$ cat config.mk
export PLATFORM = sky130hd
export DESIGN_NAME = bbst_mem
export DESIGN_NICKNAME = d
export VERILOG_FILES = /design/src/bad_block_set_table_core_defines.svh /design/src/bbst_pkg.sv /design/src/bbst_mem.sv
export SDC_FILE = /design/constraint.sdc
export NUM_CORES = 2
export LEC_CHECK = 0
export BUFFER_PORTS_ARGS = -buffer_cell sky130_fd_sc_hd__buf_2
export CELL_PAD_IN_SITES_DETAIL_PLACEMENT = 1
export CELL_PAD_IN_SITES_GLOBAL_PLACEMENT = 1
export CORE_ASPECT_RATIO = 0.8
export CORE_UTILIZATION = 30
export CTS_CLUSTER_SIZE = 8
export DETAILED_ROUTE_END_ITERATION = 12
export PLACE_DENSITY_LB_ADDON = 0.1
export SETUP_SLACK_MARGIN = 0.2
export SLEW_MARGIN = 20
export SYNTH_ARGS = -nofsm -noshare
export SYNTH_HDL_FRONTEND = slang
export SYNTH_SLANG_ARGS = --single-unit
$ cat constraint.sdc
create_clock -name clk_i -period 4.7 [get_ports clk_i]
set_input_delay 0.94 -clock clk_i [delete_from_list [all_inputs] [get_ports clk_i]]
set_output_delay 0.94 -clock clk_i [all_outputs]
set_load 0.05 [all_outputs]
$ cat src/bad_block_set_table_core_defines.svh
// Assertion macros for the bad block set table core.
// Used by modules that carry concurrent checks; expects clk_i and rst_ni in scope.
`ifndef BAD_BLOCK_SET_TABLE_CORE_DEFINES_SVH
`define BAD_BLOCK_SET_TABLE_CORE_DEFINES_SVH

`ifndef SYNTHESIS

// property must hold at every clock edge out of reset
`define BBST_ASSERT(lbl, prop, msg) \
  lbl: assert property (@(posedge clk_i) disable iff (!rst_ni) (prop)) else $error(msg);

// condition must never be seen out of reset
`define BBST_ASSERT_NEVER(lbl, cond, msg) \
  lbl: assert property (@(posedge clk_i) disable iff (!rst_ni) !(cond)) else $error(msg);

`else

`define BBST_ASSERT(lbl, prop, msg)
`define BBST_ASSERT_NEVER(lbl, cond, msg)

`endif

`endif

$ cat src/bbst_pkg.sv
// Shared types and constants for the bad block set table core.
// No dependencies.
`timescale 1ns / 1ps

package bbst_pkg;

  localparam int unsigned BlkW = 32;
  localparam int unsigned OpW  = 3;

  // operation codes
  localparam logic [OpW-1:0] OP_ADD    = 3'd0;
  localparam logic [OpW-1:0] OP_TEST   = 3'd1;
  localparam logic [OpW-1:0] OP_REWIND = 3'd2;
  localparam logic [OpW-1:0] OP_NEXT   = 3'd3;
  localparam logic [OpW-1:0] OP_CLEAR  = 3'd4;

  typedef enum logic [3:0] {
    ST_IDLE = 4'b0001,
    ST_SCAN = 4'b0010,
    ST_NEXT = 4'b0100,
    ST_RESP = 4'b1000
  } state_e;

  typedef struct packed {
    logic            status;
    logic            present;
    logic [BlkW-1:0] read_block;
    logic            read_valid;
  } res_t;

endpackage

$ cat src/bbst_mem.sv
// Entry store: single write port, single read port with registered read data.
// Depends on bbst_pkg for the entry width.
`timescale 1ns / 1ps

module bbst_mem
  import bbst_pkg::*;
#(
  parameter int unsigned DEPTH = 64,
  localparam int unsigned AW = (DEPTH > 1) ? $clog2(DEPTH) : 1
) (
  input  logic            clk_i,
  input  logic            we_i,
  input  logic [AW-1:0]   waddr_i,
  input  logic [BlkW-1:0] wdata_i,
  input  logic            re_i,
  input  logic [AW-1:0]   raddr_i,
  output logic [BlkW-1:0] rdata_o
);

  logic [BlkW-1:0] mem_q [DEPTH];
  logic [BlkW-1:0] rdata_q;

  always_ff @(posedge clk_i) begin
    if (we_i) begin
      mem_q[waddr_i] <= wdata_i;
    end
  end

  always_ff @(posedge clk_i) begin
    if (re_i) begin
      rdata_q <= mem_q[raddr_i];
    end
  end

  assign rdata_o = rdata_q;

endmodule

; Word level (Yosys, flattened, before mapping)
; Memories as Yosys holds them, arrays and structs flattened. A register that Yosys moved wholly into a read port is not among the register bits.
; Index checks and enable logic that the tools add are counted.
[totals]
reg_bits = 0
mem_bits_rw = 2048
in_bits = 47
output_inout_bits = 32
wordCells = 3
mem_count = 1
[mem_list]
columns = memory, words, word_bits, read_ports, rd_ports_with_merged_regs, write_ports, line_no
row1 = mem_q, 64, 32, 1, 1, 1, bbst_mem.sv:20  ; logic [BlkW-1:0] mem_q [DEPTH];
[classes]
muxes = 2
[ops]
columns = operator, n
row1 = $mux 1, 2

; Depth between registers and ports, before layout
[depth]
word_depth = 2
depth_mapped = 10
mapped_depth_nobuf = 5

; Worst setup path before layout
; OpenSTA, ideal clock, no wires.
[synth_timing]
path_kind = input to register
start = input waddr_i[3]
end = memory mem_q[48][0], enable pin
setup_time_ns = 0.461
arrival_time_ns = 3.639
required_time_ns = 4.239
slack_ns = 0.600
path_stages = 4
path_buffers = 1
path_cell_list = clkbuf_1 nor2b_1 nand4b_1 nor3_1
[synth_lines]
columns = element, line_no
row1 = start: declaration, bbst_mem.sv:13  ; input logic [AW-1:0] waddr_i,
row2 = end: declaration, bbst_mem.sv:20
; No word-level cell before the write port.

==> impl_metrics.ini <==
[run_status]
outcome = finished, final reports clean

[yosys]
synth-compound-area-share_pct = 1.67
yosys_register_bits = 2080
synth_top_area_share_pct = 79.2
netlist_area_um2 = 78800
yosys_warnings = 0
netlist-cell-type-count = 33
yosys-top-cells-area = sky130_fd_sc_hd__edfxtp_1 79%, sky130_fd_sc_hd__mux4_2 16%, sky130_fd_sc_hd__mux2i_1 1.2%
synthCells = 3324
yosysTopAreaCell = sky130_fd_sc_hd__edfxtp_1
synth_mux_area_share_pct = 16.7
yosysSeqAreaShare_pct = 79.2
mappedNetlistNets = 3371
combinational_family_with_the_most_area_after_synthesis = multiplexers
avg_inst_size_synth_um2 = 23.7
synth_simple_gate_area_share_pct = 1.26
adder_cell_area_share_of_the_yosys_netlist_pct = 0
synth-xor-area-share_pct = 0

[drt]
wirelength_um = 244000
ant_nets = 0
detailedRoute.firstPassIterationCount = 5
dr_total_vias = 37300
routedWlPerCell_um = 33.8
remaining_drc_errors = 0
via_per_inst = 5.16
drt_iter0_drc = 3733

[cts]
htreeDepth = 5
path_clk_slew_ps = 50
count_of_hold_buffers_inserted_by_post_cts_repair = 0
tritoncts = built
numCtsBuffers = 301
clockRootBuffer = sky130_fd_sc_hd__clkbuf_16
cts_resized = 0
numClockSinks = 2080
setup_buffers_after_cts = 0
cts_buffer_depth = 4
worst_skew_pair.late_latency_ps = 840

[floorplanning]
coreArea_um2 = 260000
floorplan.rows = 167
ios = 79
die_width_um = 575
die_h_um = 461
die_area_um2 = 265000
initial_core_utilization_pct = 30.3

[setup_path]
arrival_time_reported_for_the_critical_path_endpoint_ps = 3930
r2r_cells = 4
timing.critical_path.from_type = input port
critPathMaxFanout = 22
setup.worst_path.end_class = flip-flop
timing_worst_setup_path_type = in2reg
worstPathRequired_ps = 5230

[cells_and_area]
mostFrequentLayoutCells = 2080 x sky130_fd_sc_hd__edfxtp_1, 544 x sky130_fd_sc_hd__mux4_2, 312 x sky130_fd_sc_hd__clkbuf_16
area_used_by_multi_input_combinational_logic_um2 = 16000
final_layout_size_suffix_gt1_share_pct = 32.7
fin_nets = 3779
n_fill_cell = 24600
most_common_cell_after_layout_fill_and_taps_aside = sky130_fd_sc_hd__edfxtp_1
seq_area_um2 = 62500
signed_area_change_from_the_synthesized_netlist_to_the_final_layout_pct = 18.4

[grt]
grt_usage_pct = 18.4
gr-max-usage-layer = met2
globalRouteOverflowTotal = 0
use_met1_pct = 25.7
grt_use_met2_pct = 29.9
grt_pass1_wl_um = 334000
antenna_found_initial = 23
first_global_vias = 40100
maximum_number_of_pins_on_one_net_before_global_route_repair = 80
grt_use_met3_pct = 3.14

[timing]
hold_ws_ps = 323
fmax_mhz = 295
tightest_slew_ps = 1090
timing.final.crit_period_ps = 3390
clock_skews_ps = 27.2
hold_violations = 0
finalSetupViolations = 0
timing.slew.headroom_pct = 27.5
fin_crit_sh_pct = 72.2
report.final.slew_viol_count = 0
setup-tns-final_ps = 0
unrepaired_setup_endpoints_after_global_routing = false

[power_and_ir_drop]
power-per-cell-area_nw_per_um2 = 450
power.ir.vdd_worst_mv = 0.267
leakage_uw = 0.0289
post_layout_total_power_uw = 42000

[place]
place.port_buffers = 78
dp.final_hpwl_um = 141000
gp_congestion = 0.745

[min_path]
hold_path_class = in2reg
depth_of_the_worst_hold_timing_path = 1

[flow_run]
max_cap_violations = 0
[power breakdown]
part,switching (µW),internal [µW]
logic,1390,732
registers,86.2,20600
clock network,7530,11600
[registers in the layout (all words and copies together) (netlist names)]
| register | flops |
|---|---|
| mem_q | 2048 |
| rdata_o | 32 |
[critical path, stage by stage]
cell	delay, ps
sky130_fd_sc_hd__buf_8	300
sky130_fd_sc_hd__buf_4	300
sky130_fd_sc_hd__buf_12	230
sky130_fd_sc_hd__mux4_2	520
sky130_fd_sc_hd__mux2i_1	490
sky130_fd_sc_hd__nor2_1	160
sky130_fd_sc_hd__o32ai_1	630
sky130_fd_sc_hd__nor3_1	190
[cell type report]
| cell class | instances | area share, % |
|---|---|---|
| sequential | 2080 | 66.9 |
| multi-input combinational | 1062 | 17.1 |
| clock buffer | 312 | 8.37 |
| tap | 3464 | 4.64 |
| timing repair buffer | 287 | 2.75 |
| clock inverter | 12 | 0.149 |
| antenna | 10 | 0.0268 |
[synth_stat cells, drive strengths merged]
library cell and n:
mux4 544, nor2 137, edfxtp 2080, a21oi 62
o22ai 84, nand4b 1, and2 2, nor3 7
clkbuf 74, a31oi 1, nand3b 5, a311oi 8
mux2i 93, nand2b 8, or2 3, or3 3
nand2 26, buf 108, nand4 2, or3b 5
a41o 4, nand3 5, a22oi 12, nor2b 15
o221ai 27, and3 4, o32ai 4
[cell families after synthesis]
kind of cell           after synthesis
DFF                               2080
muxes                              637
and+or+nand+nor                    223
AOI/OAI and AO/OA                  202
buffers and inverters              182
[stage by stage]
stage                     area [µm²]  worst slack [ps]  cells  util (%)
after CTS                      93300              1420   7217      35.9
after global placement         85300               118   6892      32.8
after detailed placement       85300               505   6893      32.8
final                          93300              1310   7227      35.9
after floorplan                78800               600   3324         -
after global routing           93300              1250   7218      35.9
[worst paths after layout]
check                start            to  slack (ps)
min            wdata_i[30]  mem_q[2][30]         320
min reg2reg  mem_q[59][15]   rdata_o[15]         970
max             raddr_i[0]   rdata_o[20]        1310
max reg2reg  mem_q[14][11]   rdata_o[11]        2100
[metal layers]
metal | part of all wire, % | vias to the layer above
li1 | - | 15000
met1 | 45 | 20800
met2 | 48 | 1087
met3 | 5.3 | 344
met4 | 2.1 | 4
met5 | 0.011 | -
(Power assumes the default switching activity.)
