`config.mk`:
```
export PLATFORM = sky130hd
export DESIGN_NAME = bbst_seq
export DESIGN_NICKNAME = d
export VERILOG_FILES = /design/src/bbst_pkg.sv /design/src/bbst_seq.sv
export VERILOG_INCLUDE_DIRS = /design/src /design/src/src
export SDC_FILE = /design/constraint.sdc
export NUM_CORES = 1
export LEC_CHECK = 0
export ABC_AREA = 0
export BUFFER_PORTS_ARGS = -buffer_cell sky130_fd_sc_hd__buf_2
export CAP_MARGIN = 20
export CORE_MARGIN = 2
export CORE_UTILIZATION = 50
export CTS_CLUSTER_SIZE = 28
export DETAILED_ROUTE_END_ITERATION = 7
export PLACE_DENSITY = 0.79
export SLEW_MARGIN = 20
export SYNTH_ARGS = -nofsm -noshare
export SYNTH_HDL_FRONTEND = slang
export SYNTH_SLANG_ARGS = --single-unit
```
`constraint.sdc`:
```
create_clock -name clk_i -period 5.1 [get_ports clk_i]
set_input_delay 0.51 -clock clk_i [delete_from_list [all_inputs] [get_ports clk_i]]
set_output_delay 0.51 -clock clk_i [all_outputs]
set_load 0.01 [all_outputs]
```
`src/bad_block_set_table_core_defines.svh`:
```
// Assertion macros for the bad block set table core.
// Used by modules that carry concurrent checks; expects clk_i and rst_ni in scope.
`ifndef BAD_BLOCK_SET_TABLE_CORE_DEFINES_SVH
`define BAD_BLOCK_SET_TABLE_CORE_DEFINES_SVH

`ifndef SYNTHESIS

// property must hold at every clock edge out of reset
`define BBST_ASSERT(lbl, prop, msg) \
  lbl: assert property (@(posedge clk_i) disable iff (!rst_ni) (prop)) else $error(msg);

// condition must never be seen out of reset
`define BBST_ASSERT_NEVER(lbl, cond, msg) \
  lbl: assert property (@(posedge clk_i) disable iff (!rst_ni) !(cond)) else $error(msg);

`else

`define BBST_ASSERT(lbl, prop, msg)
`define BBST_ASSERT_NEVER(lbl, cond, msg)

`endif

`endif

```
`src/bbst_pkg.sv`:
```
// Shared types and constants for the bad block set table core.
// No dependencies.
`timescale 1ns / 1ps

package bbst_pkg;

  localparam int unsigned BlkW = 32;
  localparam int unsigned OpW  = 3;

  // operation codes
  localparam logic [OpW-1:0] OP_ADD    = 3'd0;
  localparam logic [OpW-1:0] OP_TEST   = 3'd1;
  localparam logic [OpW-1:0] OP_REWIND = 3'd2;
  localparam logic [OpW-1:0] OP_NEXT   = 3'd3;
  localparam logic [OpW-1:0] OP_CLEAR  = 3'd4;

  typedef enum logic [3:0] {
    ST_IDLE = 4'b0001,
    ST_SCAN = 4'b0010,
    ST_NEXT = 4'b0100,
    ST_RESP = 4'b1000
  } state_e;

  typedef struct packed {
    logic            status;
    logic            present;
    logic [BlkW-1:0] read_block;
    logic            read_valid;
  } res_t;

endpackage

```
`src/bbst_seq.sv`:
```
// Sequencer: walks the entry store one entry per cycle through a shared
// equality comparator and index compare; owns count and read pointer.
// Depends on bbst_pkg and the assertion macro header.
`timescale 1ns / 1ps
`include "bad_block_set_table_core_defines.svh"

module bbst_seq
  import bbst_pkg::*;
#(
  parameter int unsigned CAPACITY = 64,
  localparam int unsigned AW = (CAPACITY > 1) ? $clog2(CAPACITY) : 1,
  localparam int unsigned CW = $clog2(CAPACITY + 1)
) (
  input  logic            clk_i,
  input  logic            rst_ni,
  input  logic            req_valid_i,
  output logic            req_ready_o,
  input  logic [OpW-1:0]  req_op_i,
  input  logic [BlkW-1:0] req_blk_i,
  output logic            res_valid_o,
  input  logic            res_ready_i,
  output res_t            res_o,
  output logic            mem_we_o,
  output logic [AW-1:0]   mem_waddr_o,
  output logic [BlkW-1:0] mem_wdata_o,
  output logic            mem_re_o,
  output logic [AW-1:0]   mem_raddr_o,
  input  logic [BlkW-1:0] mem_rdata_i
);

  localparam logic [CW-1:0] CapC = CW'(CAPACITY);

  state_e          state_q, state_d;
  logic [OpW-1:0]  op_q, op_d;
  logic [BlkW-1:0] blk_q, blk_d;
  logic [CW-1:0]   idx_q, idx_d;
  logic            pend_q, pend_d;
  logic [CW-1:0]   cnt_q, cnt_d;
  logic [CW-1:0]   rp_q, rp_d;
  res_t            res_q, res_d;

  logic [CW-1:0]   cmp_idx;
  logic            lt;
  logic            hit;

  // shared compare unit: index against fill count, entry against key
  assign cmp_idx = (state_q == ST_IDLE) ? rp_q : idx_q;
  assign lt      = (cmp_idx < cnt_q);
  assign hit     = pend_q && (mem_rdata_i == blk_q);

  always_comb begin
    state_d     = state_q;
    op_d        = op_q;
    blk_d       = blk_q;
    idx_d       = idx_q;
    pend_d      = 1'b0;
    cnt_d       = cnt_q;
    rp_d        = rp_q;
    res_d       = res_q;
    mem_we_o    = 1'b0;
    mem_re_o    = 1'b0;
    mem_raddr_o = idx_q[AW-1:0];

    unique case (state_q)
      ST_IDLE: begin
        if (req_valid_i) begin
          op_d    = req_op_i;
          blk_d   = req_blk_i;
          idx_d   = '0;
          res_d   = '0;
          state_d = ST_RESP;
          unique case (req_op_i)
            OP_ADD, OP_TEST: begin
              state_d = ST_SCAN;
            end
            OP_REWIND: begin
              rp_d = '0;
            end
            OP_NEXT: begin
              if (lt) begin
                mem_re_o    = 1'b1;
                mem_raddr_o = rp_q[AW-1:0];
                state_d     = ST_NEXT;
              end
            end
            OP_CLEAR: begin
              cnt_d = '0;
              rp_d  = '0;
            end
            default: begin
            end
          endcase
        end
      end
      ST_SCAN: begin
        if (hit) begin
          res_d.present = 1'b1;
          state_d       = ST_RESP;
        end else if (!pend_q && !lt) begin
          // scan exhausted without a match
          if (op_q == OP_ADD) begin
            if (cnt_q >= CapC) begin
              res_d.status = 1'b1;
            end else begin
              mem_we_o = 1'b1;
              cnt_d    = cnt_q + CW'(1);
            end
          end
          state_d = ST_RESP;
        end else if (lt) begin
          mem_re_o = 1'b1;
          idx_d    = idx_q + CW'(1);
          pend_d   = 1'b1;
        end
      end
      ST_NEXT: begin
        res_d.read_block = mem_rdata_i;
        res_d.read_valid = 1'b1;
        rp_d             = rp_q + CW'(1);
        state_d          = ST_RESP;
      end
      ST_RESP: begin
        if (res_ready_i) begin
          state_d = ST_IDLE;
        end
      end
      default: begin
        state_d = ST_IDLE;
      end
    endcase
  end

  always_ff @(posedge clk_i or negedge rst_ni) begin
    if (!rst_ni) begin
      state_q <= ST_IDLE;
      pend_q  <= 1'b0;
      cnt_q   <= '0;
      rp_q    <= '0;
    end else begin
      state_q <= state_d;
      pend_q  <= pend_d;
      cnt_q   <= cnt_d;
      rp_q    <= rp_d;
    end
  end

  always_ff @(posedge clk_i) begin
    op_q  <= op_d;
    blk_q <= blk_d;
    idx_q <= idx_d;
    res_q <= res_d;
  end

  assign req_ready_o = (state_q == ST_IDLE);
  assign res_valid_o = (state_q == ST_RESP);
  assign res_o       = res_q;
  assign mem_waddr_o = cnt_q[AW-1:0];
  assign mem_wdata_o = blk_q;

  `BBST_ASSERT_NEVER(a_cnt_max, cnt_q > CapC, "entry count above capacity")
  `BBST_ASSERT_NEVER(a_rp_le_cnt, rp_q > cnt_q, "read pointer past entry count")
  `BBST_ASSERT_NEVER(a_we_full, mem_we_o && (cnt_q >= CapC), "write into full table")
  `BBST_ASSERT(a_cnt_step, (cnt_q != $past(cnt_q)) |-> ((cnt_q == $past(cnt_q) + CW'(1)) || (cnt_q == '0)), "entry count moved by more than one")
  `BBST_ASSERT_NEVER(a_res_excl, res_valid_o && res_o.status && res_o.present, "full and present together")

endmodule

```
Word-level counts from Yosys, hierarchy flattened
Index checks and enable logic that the tools add are counted.

Flip-flop bits (word level): 96. Input port bits: 71. Output and inout bits: 83.

Add/sub/neg operators: 3. $lt $le $gt $ge: 2. Equality and inequality tests: 22. Multiplexer cells: 47. Reductions and logical operators: 18.

Operator list (count): 7-bit two-way mux (13); 33-bit one-hot mux with 2 select lines (1); 7-bit one-hot mux with 2 select lines (3); 35-bit two-way mux (1); 32-bit equality test (1); 6-bit two-way mux (4); 7-bit by 1-bit adder with 7-bit output (second input constant) (3); 4-bit two-way mux (5); 2-bit != test (second input constant) (10); 1-bit two-way mux (16); 4-bit one-hot mux with 4 select lines (1); 3-bit AND reduction (3); 4-bit one-hot mux with 2 select lines (1); 7-bit greater-or-equal comparator (second input constant) (1); 7-bit less-than comparator (1); 7-bit AND reduction (1); 3-bit by 2-bit equality test with 1-bit output (second input constant) (2); 3-bit logical NOT (2); 6-bit AND reduction (1); 5-bit AND reduction (1); 4-bit by 1-bit equality test with 1-bit output (second input constant) (1); 4-bit by 2-bit equality test with 1-bit output (second input constant) (1); 4-bit by 3-bit equality test with 1-bit output (second input constant) (1); 4-bit equality test (second input constant) (1); 11 further kinds (17).

Longest topological paths before layout
Gate-level depths: netlist of run 1.

Word-level depth: 8. Gate-level depth with buffers: 12. Mapped depth without buffers: 10.

Worst setup path after synthesis of run 1
No wires, ideal clock.

Path kind: reg-to-output. Start: reg state_q[0]. End: out mem_raddr_o[0]. Arrival time: 3.254 ns. Data required time: 4.590 ns. Path slack: 1.336 ns. Cell stages (with the launch flop): 13. Path buffers: 2. Cells stage by stage: dfstp_2 -> or4b_1 -> buf_6 -> clkinv_4 -> buf_4 -> nand2_1 -> nand2_1 -> ha_1 -> a211o_1 -> a221oi_1 -> o21ai_4 -> nor3_4 -> mux2_2.

Longest elaborated chain between the ends: 7.

RTL lines: start, declared (RTL line bbst_seq.sv:33) `state_e state_q, state_d;`; start signal, assigned (RTL line bbst_seq.sv:140) `state_q <= state_d;`; 4-bit by 1-bit equality test with 1-bit output (*); named net req_ready_o (RTL line bbst_seq.sv:17) `output logic req_ready_o,`; 7-bit two-way mux (RTL line bbst_seq.sv:47) `assign cmp_idx = (state_q == ST_IDLE) ? rp_q : idx_q;`; 7-bit less-than comparator (RTL line bbst_seq.sv:48) `assign lt = (cmp_idx < cnt_q);`; 6-bit two-way mux (RTL line bbst_seq.sv:80) `if (lt) begin`; 6-bit two-way mux (RTL line bbst_seq.sv:72) `unique case (req_op_i)`; 6-bit two-way mux (RTL line bbst_seq.sv:66) `if (req_valid_i) begin`; 6-bit two-way mux (*) (RTL line bbst_seq.sv:64) `unique case (state_q)`; end, declared (RTL line bbst_seq.sv:27) `output logic [AW-1:0] mem_raddr_o,`.

The timed path passes the listed nets; every way through them passes the cells marked *.

Worst setup path after layout of run 1
Start: reg state_q[0]. End: out mem_raddr_o[0].

Longest elaborated chain between the ends: 7.

RTL lines (RTL line): 4-bit by 1-bit equality test with 1-bit output (*) (bbst_seq.sv:47, bbst_seq.sv:64); 7-bit two-way mux (bbst_seq.sv:47); 7-bit less-than comparator (bbst_seq.sv:48); 6-bit two-way mux (bbst_seq.sv:80); 6-bit two-way mux (bbst_seq.sv:72); 6-bit two-way mux (bbst_seq.sv:66); 6-bit two-way mux (*) (bbst_seq.sv:64).

Every way passes the cells marked *; elsewhere a longest branch is shown, timed or not.

==> impl_results.rst, run 1 <==
.. list-table::
   :header-rows: 1

   * - Metric
     - Value
   * - # rows
     - 34
   * - Core Box Area
     - 0.008721 mm2
   * - Setup TNS
     - 0 ns
   * - Nets
     - 588
   * - Chip Height
     - 98.67 um
   * - Share of synthesized registers carrying an async set or reset
     - 19.79%
   * - Class of the tightest hold or removal check
     - input port to async pin
   * - ANT cells
     - 0
   * - Routed wire length
     - 9994 um
   * - Slew at the pin closest to its max-slew limit
     - 1.003 ns
   * - Post-detail-place hpwl
     - 7656 um
   * - Worst path arrival time
     - 4.05 ns
   * - Commonest non-fill, non-tap cell in the layout
     - sky130_fd_sc_hd__buf_2
   * - Wire length of the first global-routing pass
     - 15900 um
   * - Mean area per synthesized cell
     - 12.66 um2
   * - Highest clock rate
     - 219.3 MHz
   * - Pin count of the biggest net entering global routing
     - 40
   * - Detailed-route via count
     - 3228
   * - Syn Nets
     - 435
   * - Worst clock skew on the final layout
     - 0.02297 ns
   * - Clock insertion delay at the later pin of the skew report
     - 0.37 ns
   * - Slew headroom
     - 33.04%
   * - Type of the worst setup path
     - register to primary output
   * - Number of hold violations in the final report
     - 0
   * - Area Growth Syn to Fin
     - 23.71%
   * - Effective utilization at floorplan
     - 51.38%
   * - Maximum fanout count along the critical path
     - 11
   * - Final routed DRC violation total
     - 0
   * - PortBufs
     - 153
   * - Synth warn
     - 0
   * - Post-route antenna net violation count
     - 0
   * - Unique masters post-synth
     - 50
   * - CTS clock-pin slew for the worst setup and hold paths
     - 0.10 ns
   * - H-Tree Level Count
     - 3
   * - Flip-flop and latch count after synthesis
     - 96
   * - Cell accounting for the most synthesized area
     - sky130_fd_sc_hd__edfxtp_1
   * - Utilization after layout
     - 63.56%
   * - Number of cells upsized or downsized after cts
     - 0
   * - Number of buffers between clock root and the deepest sink
     - 2
   * - Capturing element type of the critical path
     - primary output
   * - Max Transition Viols Final
     - 0
   * - Clock tree from TritonCTS
     - yes
   * - Unrepaired setup endpoints after global routing
     - false
   * - Number of maximum-capacitance violations
     - 0
   * - Die area
     - 0.009735 mm2
   * - Combined area of all synthesized cells
     - 0.004481 mm2
   * - Total grt overflow
     - 0
   * - Synth top area cells
     - sky130_fd_sc_hd__edfxtp_1 (52%), sky130_fd_sc_hd__dfrtp_1 (10%), sky130_fd_sc_hd__xor2_1 (7.4%), sky130_fd_sc_hd__and2_1 (4.6%), sky130_fd_sc_hd__nand2_1 (3.1%)
   * - Root buffer selected by CTS
     - sky130_fd_sc_hd__clkbuf_8
   * - Share of the clock period used by the worst path
     - 89.39%
   * - Total clock buffers created by CTS
     - 9
   * - Overall Global Routing Usage
     - 21.02%
   * - Top library cells by usage in the layout, fill and taps aside
     - sky130_fd_sc_hd__buf_2 (153), sky130_fd_sc_hd__edfxtp_1 (77), sky130_fd_sc_hd__xor2_1 (38)
   * - Clock net sink count
     - 96
   * - Count of flip-flops with a built-in enable after synthesis
     - 77
   * - Leak
     - 2.433 nW
   * - Most used flip-flop cell after synthesis
     - sky130_fd_sc_hd__edfxtp_1
   * - Via count of the first global-routing pass
     - 3267
   * - Min cycle time layout
     - 4.559 ns
   * - DRT iter0 DRCs
     - 147
   * - Data required time at the worst endpoint
     - 4.59 ns
   * - CP startpoint kind
     - register
   * - Post-CTS Hold Fix Bufs
     - 0
   * - Number of antenna violations at the first check in global routing
     - 0
   * - Maximum VDD drop
     - 214.9 uV
   * - Horizontal die dimension
     - 98.67 um
   * - Power density over cell area
     - 490.1 mW/mm2
   * - Detailed-route wire length per cell
     - 16.12 um
   * - Seq/Total Area, Yosys
     - 62.25%
   * - Post-DR vias/cell
     - 5.206
   * - Fraction of final layout cells with drive strength greater than 1
     - 35.94%
   * - Top-Level Pins
     - 154
   * - Post-CTS setup-driven buffer insertion count
     - 0
   * - Final setup viols
     - 0
   * - Number of cells produced by synthesis
     - 354
   * - Synth top area share
     - 51.61%
   * - DRT Pass-1 Iters
     - 4
   * - Last weighted congestion value of the routability-driven placer
     - 0.8912
   * - Status
     - complete, no violations
## layer usage
layer | GRT usage (%) | wire, um | vias up
met2 | 36.16 | 5037 | 120
met5 | 0 | 0 | -
met4 | 8.746 | 268 | 0
met3 | 5.603 | 654 | 24
met1 | 25.08 | 4032 | 1522
li1 | - | - | 1562
## final timing paths
kind                            cells past startpoint                   endpoint              startpoint  slack [ns]
worst max-delay path                               11             mem_raddr_o[0]  state_q[0]$_DFFE_PN1P_        0.54
worst min-delay path                                1       cnt_q[0]$_DFFE_PN0P_                  rst_ni        0.07
worst max register to register                     10     idx_q[6]$_SDFFCE_PN0P_  state_q[0]$_DFFE_PN1P_        1.65
worst min register to register                      1       cnt_q[3]$_DFFE_PN0P_    cnt_q[3]$_DFFE_PN0P_        0.53
max in group asynchronous                           1     state_q[0]$_DFFE_PN1P_                  rst_ni        4.68
min in group clk_i                                  1  mem_wdata_o[31]$_DFFE_PP_           req_blk_i[31]        0.31
## registers in the layout, indices dropped and copies added, names as in the netlist
signal,cells
pend_q,1
idx_q,7
mem_wdata_o,32
op_q,3
cnt_q,7
res_o,35
state_q,4
rp_q,7
## through the flow
step	worst slack (ns)	power, W	hold WS [ns]	cell area [um2]	std cells
2_1_floorplan	1.336	0.001878	0.2144	4481	354
3_3_place_gp	0.9990	0.002170	0.4657	5318	604
3_5_place_dp	0.9328	0.002196	0.4770	5318	604
4_1_cts	0.5321	0.002730	0.08062	5537	620
5_1_grt	0.2989	0.002886	0.1060	5543	620
6_report	0.5410	0.002716	0.07426	5543	620
## area by class of cell
| type | count | area [um2] |
|---|---|---|
| fillers | 680 | 3178 |
| flip-flops and latches | 96 | 2789 |
| multi-input cells | 230 | 1554 |
| repair buffers | 156 | 788.3 |
| well taps | 108 | 135.1 |
| clock buffers | 9 | 123.9 |
| clock inverters | 7 | 95.09 |
| inverters | 14 | 57.56 |
## cells by family (layout without fill, tap and decap cells)
kind of cell	Yosys count	in the layout	synth area share, %
and+or+nand+nor	137	137	16.22
buffers and inverters	28	186	3.211
adders and majority gates	10	10	2.793
AOI/OAI and AO/OA	33	33	5.390
DFF	96	96	62.25
xor gates and xnor gates	43	43	8.405
muxes	7	7	1.731
## worst max-delay path: stages (launching register included)
cell and delay [ns]:
sky130_fd_sc_hd__dfstp_2 0.57, sky130_fd_sc_hd__or4b_1 0.68, sky130_fd_sc_hd__clkinv_4 0.19, sky130_fd_sc_hd__nand2_1 0.07
sky130_fd_sc_hd__nand2_1 0.06, sky130_fd_sc_hd__ha_1 0.23, sky130_fd_sc_hd__a211o_1 0.26, sky130_fd_sc_hd__a221oi_1 0.49
sky130_fd_sc_hd__o21ai_4 0.19, sky130_fd_sc_hd__nor3_4 0.43, sky130_fd_sc_hd__mux2_2 0.38, sky130_fd_sc_hd__buf_2 0.14
## power by group
group | switching (W) | internal [W] | leakage (nW) | total, W
Sequential | 0.000145 | 0.00110 | 0.985 | 0.00124
Combinational | 0.000577 | 0.000359 | 1.34 | 0.000937
Clock | 0.000295 | 0.000243 | 0.111 | 0.000538
Total | 0.00102 | 0.00170 | 2.43 | 0.00272
## synthesized netlist by cell type, types with 2 or more instances
| cell | instances |
|---|---|
| sky130_fd_sc_hd__inv_1 | 13 |
| sky130_fd_sc_hd__and2_1 | 33 |
| sky130_fd_sc_hd__nand4_1 | 5 |
| sky130_fd_sc_hd__and3_1 | 2 |
| sky130_fd_sc_hd__nand3_1 | 9 |
| sky130_fd_sc_hd__o21a_1 | 2 |
| sky130_fd_sc_hd__or3_1 | 2 |
| sky130_fd_sc_hd__o31ai_1 | 5 |
| sky130_fd_sc_hd__o211ai_1 | 3 |
| sky130_fd_sc_hd__ha_1 | 10 |
| sky130_fd_sc_hd__nor3_1 | 3 |
| sky130_fd_sc_hd__dfrtp_1 | 18 |
| sky130_fd_sc_hd__nand2b_1 | 3 |
| sky130_fd_sc_hd__nor4b_1 | 2 |
| sky130_fd_sc_hd__mux2_2 | 6 |
| sky130_fd_sc_hd__nor4_1 | 8 |
| sky130_fd_sc_hd__or4b_1 | 2 |
| sky130_fd_sc_hd__a21oi_1 | 3 |
| sky130_fd_sc_hd__xor2_1 | 38 |
| sky130_fd_sc_hd__nand2_1 | 37 |
| sky130_fd_sc_hd__xnor2_1 | 5 |
| sky130_fd_sc_hd__clkbuf_1 | 6 |
| sky130_fd_sc_hd__o41ai_1 | 2 |
| sky130_fd_sc_hd__o21ai_0 | 6 |
| sky130_fd_sc_hd__nor3b_1 | 2 |
| sky130_fd_sc_hd__edfxtp_1 | 77 |
| sky130_fd_sc_hd__nor2_1 | 23 |
| sky130_fd_sc_hd__buf_4 | 7 |
Note: power is estimated with default switching activity, not from simulation.
==> inputs of run 2 (changes only) <==
--- a/config.mk
+++ b/config.mk
@@ -16,2 +16,3 @@
 export PLACE_DENSITY = 0.79
+export SETUP_SLACK_MARGIN = 0.3
 export SLEW_MARGIN = 20
==> constraint.sdc (replaced) <==
create_clock -name clk_i -period 5.1 [get_ports clk_i]
set_input_delay 0.255 -clock clk_i [delete_from_list [all_inputs] [get_ports clk_i]]
set_output_delay 0.255 -clock clk_i [all_outputs]
set_load 0.01 [all_outputs]
==> impl_results.rst, run 2 (synthesis gave the netlist of run 1 again) <==
.. list-table::
   :header-rows: 1

   * - Metric
     - Value
   * - Capturing element type of the critical path
     - primary output
   * - Type of the worst setup path
     - register to primary output
   * - Commonest non-fill, non-tap cell in the layout
     - sky130_fd_sc_hd__buf_2
   * - Clock tree from TritonCTS
     - yes
   * - Clock insertion delay at the later pin of the skew report
     - 0.37 ns (about the same)
   * - Post-detail-place hpwl
     - 7707 um (+0.67%)
   * - Number of maximum-capacitance violations
     - 0 (unchanged)
   * - Final routed DRC violation total
     - 0 (unchanged)
   * - Number of buffers between clock root and the deepest sink
     - 2 (unchanged)
   * - Final setup viols
     - 0 (unchanged)
   * - Power density over cell area
     - 488.8 mW/mm2 (-0.27%)
   * - Post-route antenna net violation count
     - 0 (unchanged)
   * - Die area
     - 0.009735 mm2 (unchanged)
   * - Maximum fanout count along the critical path
     - 11 (unchanged)
   * - Status
     - complete, no violations
   * - Top library cells by usage in the layout, fill and taps aside
     - sky130_fd_sc_hd__buf_2 (153), sky130_fd_sc_hd__edfxtp_1 (77), sky130_fd_sc_hd__xor2_1 (38)
   * - Number of antenna violations at the first check in global routing
     - 0 (unchanged)
   * - Min cycle time layout
     - 4.286 ns (-0.2730 ns)
   * - Post-DR vias/cell
     - 5.187 (-0.37%)
   * - Routed wire length
     - 10100 um (+1.0%)
   * - CP startpoint kind
     - register
   * - Max Transition Viols Final
     - 0 (unchanged)
   * - CTS clock-pin slew for the worst setup and hold paths
     - 0.11 ns (about the same)
   * - Detailed-route via count
     - 3216 (-0.37%)
   * - ANT cells
     - 0 (unchanged)
   * - Root buffer selected by CTS
     - sky130_fd_sc_hd__clkbuf_8
   * - Filler cell count in the final layout
     - 671 (-1.3%)
   * - Slew at the pin closest to its max-slew limit
     - 1.018 ns (+0.01419 ns)
   * - Leak
     - 2.431 nW (about the same)
   * - PortBufs
     - 153 (unchanged)
   * - Area Growth Syn to Fin
     - 23.76% (about the same)
   * - Post-route worst setup slack
     - 0.8140 ns (+0.2730 ns)
   * - Post-CTS setup-driven buffer insertion count
     - 0 (unchanged)
   * - Chip Height
     - 98.67 um (unchanged)
   * - DRT iter0 DRCs
     - 102 (-31%)
   * - Last weighted congestion value of the routability-driven placer
     - 0.8342 (-6.4%)
   * - Number of hold violations in the final report
     - 0 (unchanged)
   * - Unrepaired setup endpoints after global routing
     - false
   * - Worst clock skew on the final layout
     - 0.01816 ns (-0.004810 ns)
   * - Fraction of final layout cells with drive strength greater than 1
     - 35.74% (-0.20 points)
   * - Data required time at the worst endpoint
     - 4.85 ns (+0.26 ns)
   * - Share of the clock period used by the worst path
     - 84.04% (-5.4 points)
   * - Max reg flops
     - 35 (unchanged)
   * - Highest clock rate
     - 233.3 MHz (+6.4%)
   * - # rows
     - 34 (unchanged)
   * - Class of the tightest hold or removal check
     - input port to register
   * - Core Box Area
     - 0.008721 mm2 (unchanged)
   * - Wire length of the first global-routing pass
     - 16000 um (+0.61%)
   * - Total grt overflow
     - 0 (unchanged)
   * - Horizontal die dimension
     - 98.67 um (unchanged)
   * - Nets
     - 588 (unchanged)
   * - Via count of the first global-routing pass
     - 3224 (-1.3%)
   * - Setup TNS
     - 0 ns (unchanged)
   * - DRT Pass-1 Iters
     - 5 (+1)
   * - Effective utilization at floorplan
     - 51.38% (unchanged)
   * - Setup slack at placement
     - 1.180 ns (+0.2469 ns)
   * - Maximum VDD drop
     - 205.6 uV (-4.3%)
   * - H-Tree Level Count
     - 3 (unchanged)
   * - Overall Global Routing Usage
     - 21.17% (+0.15 points)
   * - Worst path arrival time
     - 4.03 ns (-0.02 ns)
   * - Top-Level Pins
     - 154 (unchanged)
   * - Pin count of the biggest net entering global routing
     - 40 (unchanged)
   * - Total clock buffers created by CTS
     - 9 (unchanged)
   * - Slew headroom
     - 31.45% (-1.6 points)
   * - Clock net sink count
     - 96 (unchanged)
   * - Detailed-route wire length per cell
     - 16.28 um (+1.0%)
[run 2: changes by cell type in the layout (fill, tap and decap cells not counted)]
cell	change
sky130_fd_sc_hd__buf_4	-1
sky130_fd_sc_hd__clkinv_4	+1
sky130_fd_sc_hd__dlygate4sd3_1	+1
sky130_fd_sc_hd__inv_6	-1
[run 2: stage by stage]
step	instance area [um2]	std cells	total power, W	hold WS [ns]	utilization, %
3_3_place_gp	5310	603	0.002171	0.2098	60.89
3_5_place_dp	5310	603	0.002194	0.2280	60.89
6_report	5545	620	0.002710	0.04899	63.59
4_1_cts	5539	620	0.002736	0.03441	63.52
5_1_grt	5545	620	0.002884	0.02566	63.59
2_1_floorplan	4481	354	0.001878	-0.04059	-
[run 2: worst paths after layout]
check / start / endpoint / slack, ns / cells past startpoint
setup / recovery: state_q[0]$_DFFE_PN1P_ / mem_raddr_o[0] / 0.81 / 11
hold / removal: req_blk_i[17] / mem_wdata_o[17]$_DFFE_PP_ / 0.05 / 1
setup reg to reg: state_q[0]$_DFFE_PN1P_ / idx_q[2]$_SDFFCE_PN0P_ / 1.16 / 9
hold reg to reg: cnt_q[3]$_DFFE_PN0P_ / cnt_q[3]$_DFFE_PN0P_ / 0.53 / 1
max in group asynchronous: rst_ni / state_q[0]$_DFFE_PN1P_ / 4.39 / 2
min in group asynchronous: rst_ni / cnt_q[6]$_DFFE_PN0P_ / 0.37 / 2
[run 2: power breakdown]
part	switching, W	internal [W]
Clock	0.000294	0.000242
Combinational	0.000573	0.000356
Sequential	0.000147	0.00110
[run 2: cell type report]
class	instances	area [um2]	share of cell area (%)
flip-flops and latches	96	2789	50.29
multi-input cells	230	1554	28.02
repair buffers	156	790.8	14.26
well taps	108	135.1	2.437
clock buffers	9	123.9	2.234
clock inverters	7	95.09	1.715
inverters	14	57.56	1.038
[run 2: critical path: stages (launching register included)]
cell	delay (ns)
sky130_fd_sc_hd__dfstp_2	0.57
sky130_fd_sc_hd__or4b_1	0.67
sky130_fd_sc_hd__clkinv_4	0.19
sky130_fd_sc_hd__nand2_1	0.07
sky130_fd_sc_hd__nand2_1	0.06
sky130_fd_sc_hd__ha_1	0.23
sky130_fd_sc_hd__a211o_1	0.26
sky130_fd_sc_hd__a221oi_1	0.48
sky130_fd_sc_hd__o21ai_4	0.19
sky130_fd_sc_hd__nor3_4	0.41
sky130_fd_sc_hd__mux2_2	0.39
sky130_fd_sc_hd__buf_2	0.14
[run 2: what timing repair did]
action | CTS | global route
endpoints found under the hold margin | 18 | 0
hold buffers | 1 | 0
gates resized for setup | 0 | 0
endpoints found under the setup margin | 0 | 0
[run 2: per-layer routing]
layer / share of wire, % / vias up / global-route usage [%] / wire length [um]
met5: 0 / - / 0 / 0
met4: 3.3 / 0 / 10.64 / 335
met3: 5.7 / 27 / 3.546 / 579
met2: 50 / 114 / 36.05 / 5080
met1: 41 / 1509 / 26.18 / 4101
li1: - / 1566 / - / -
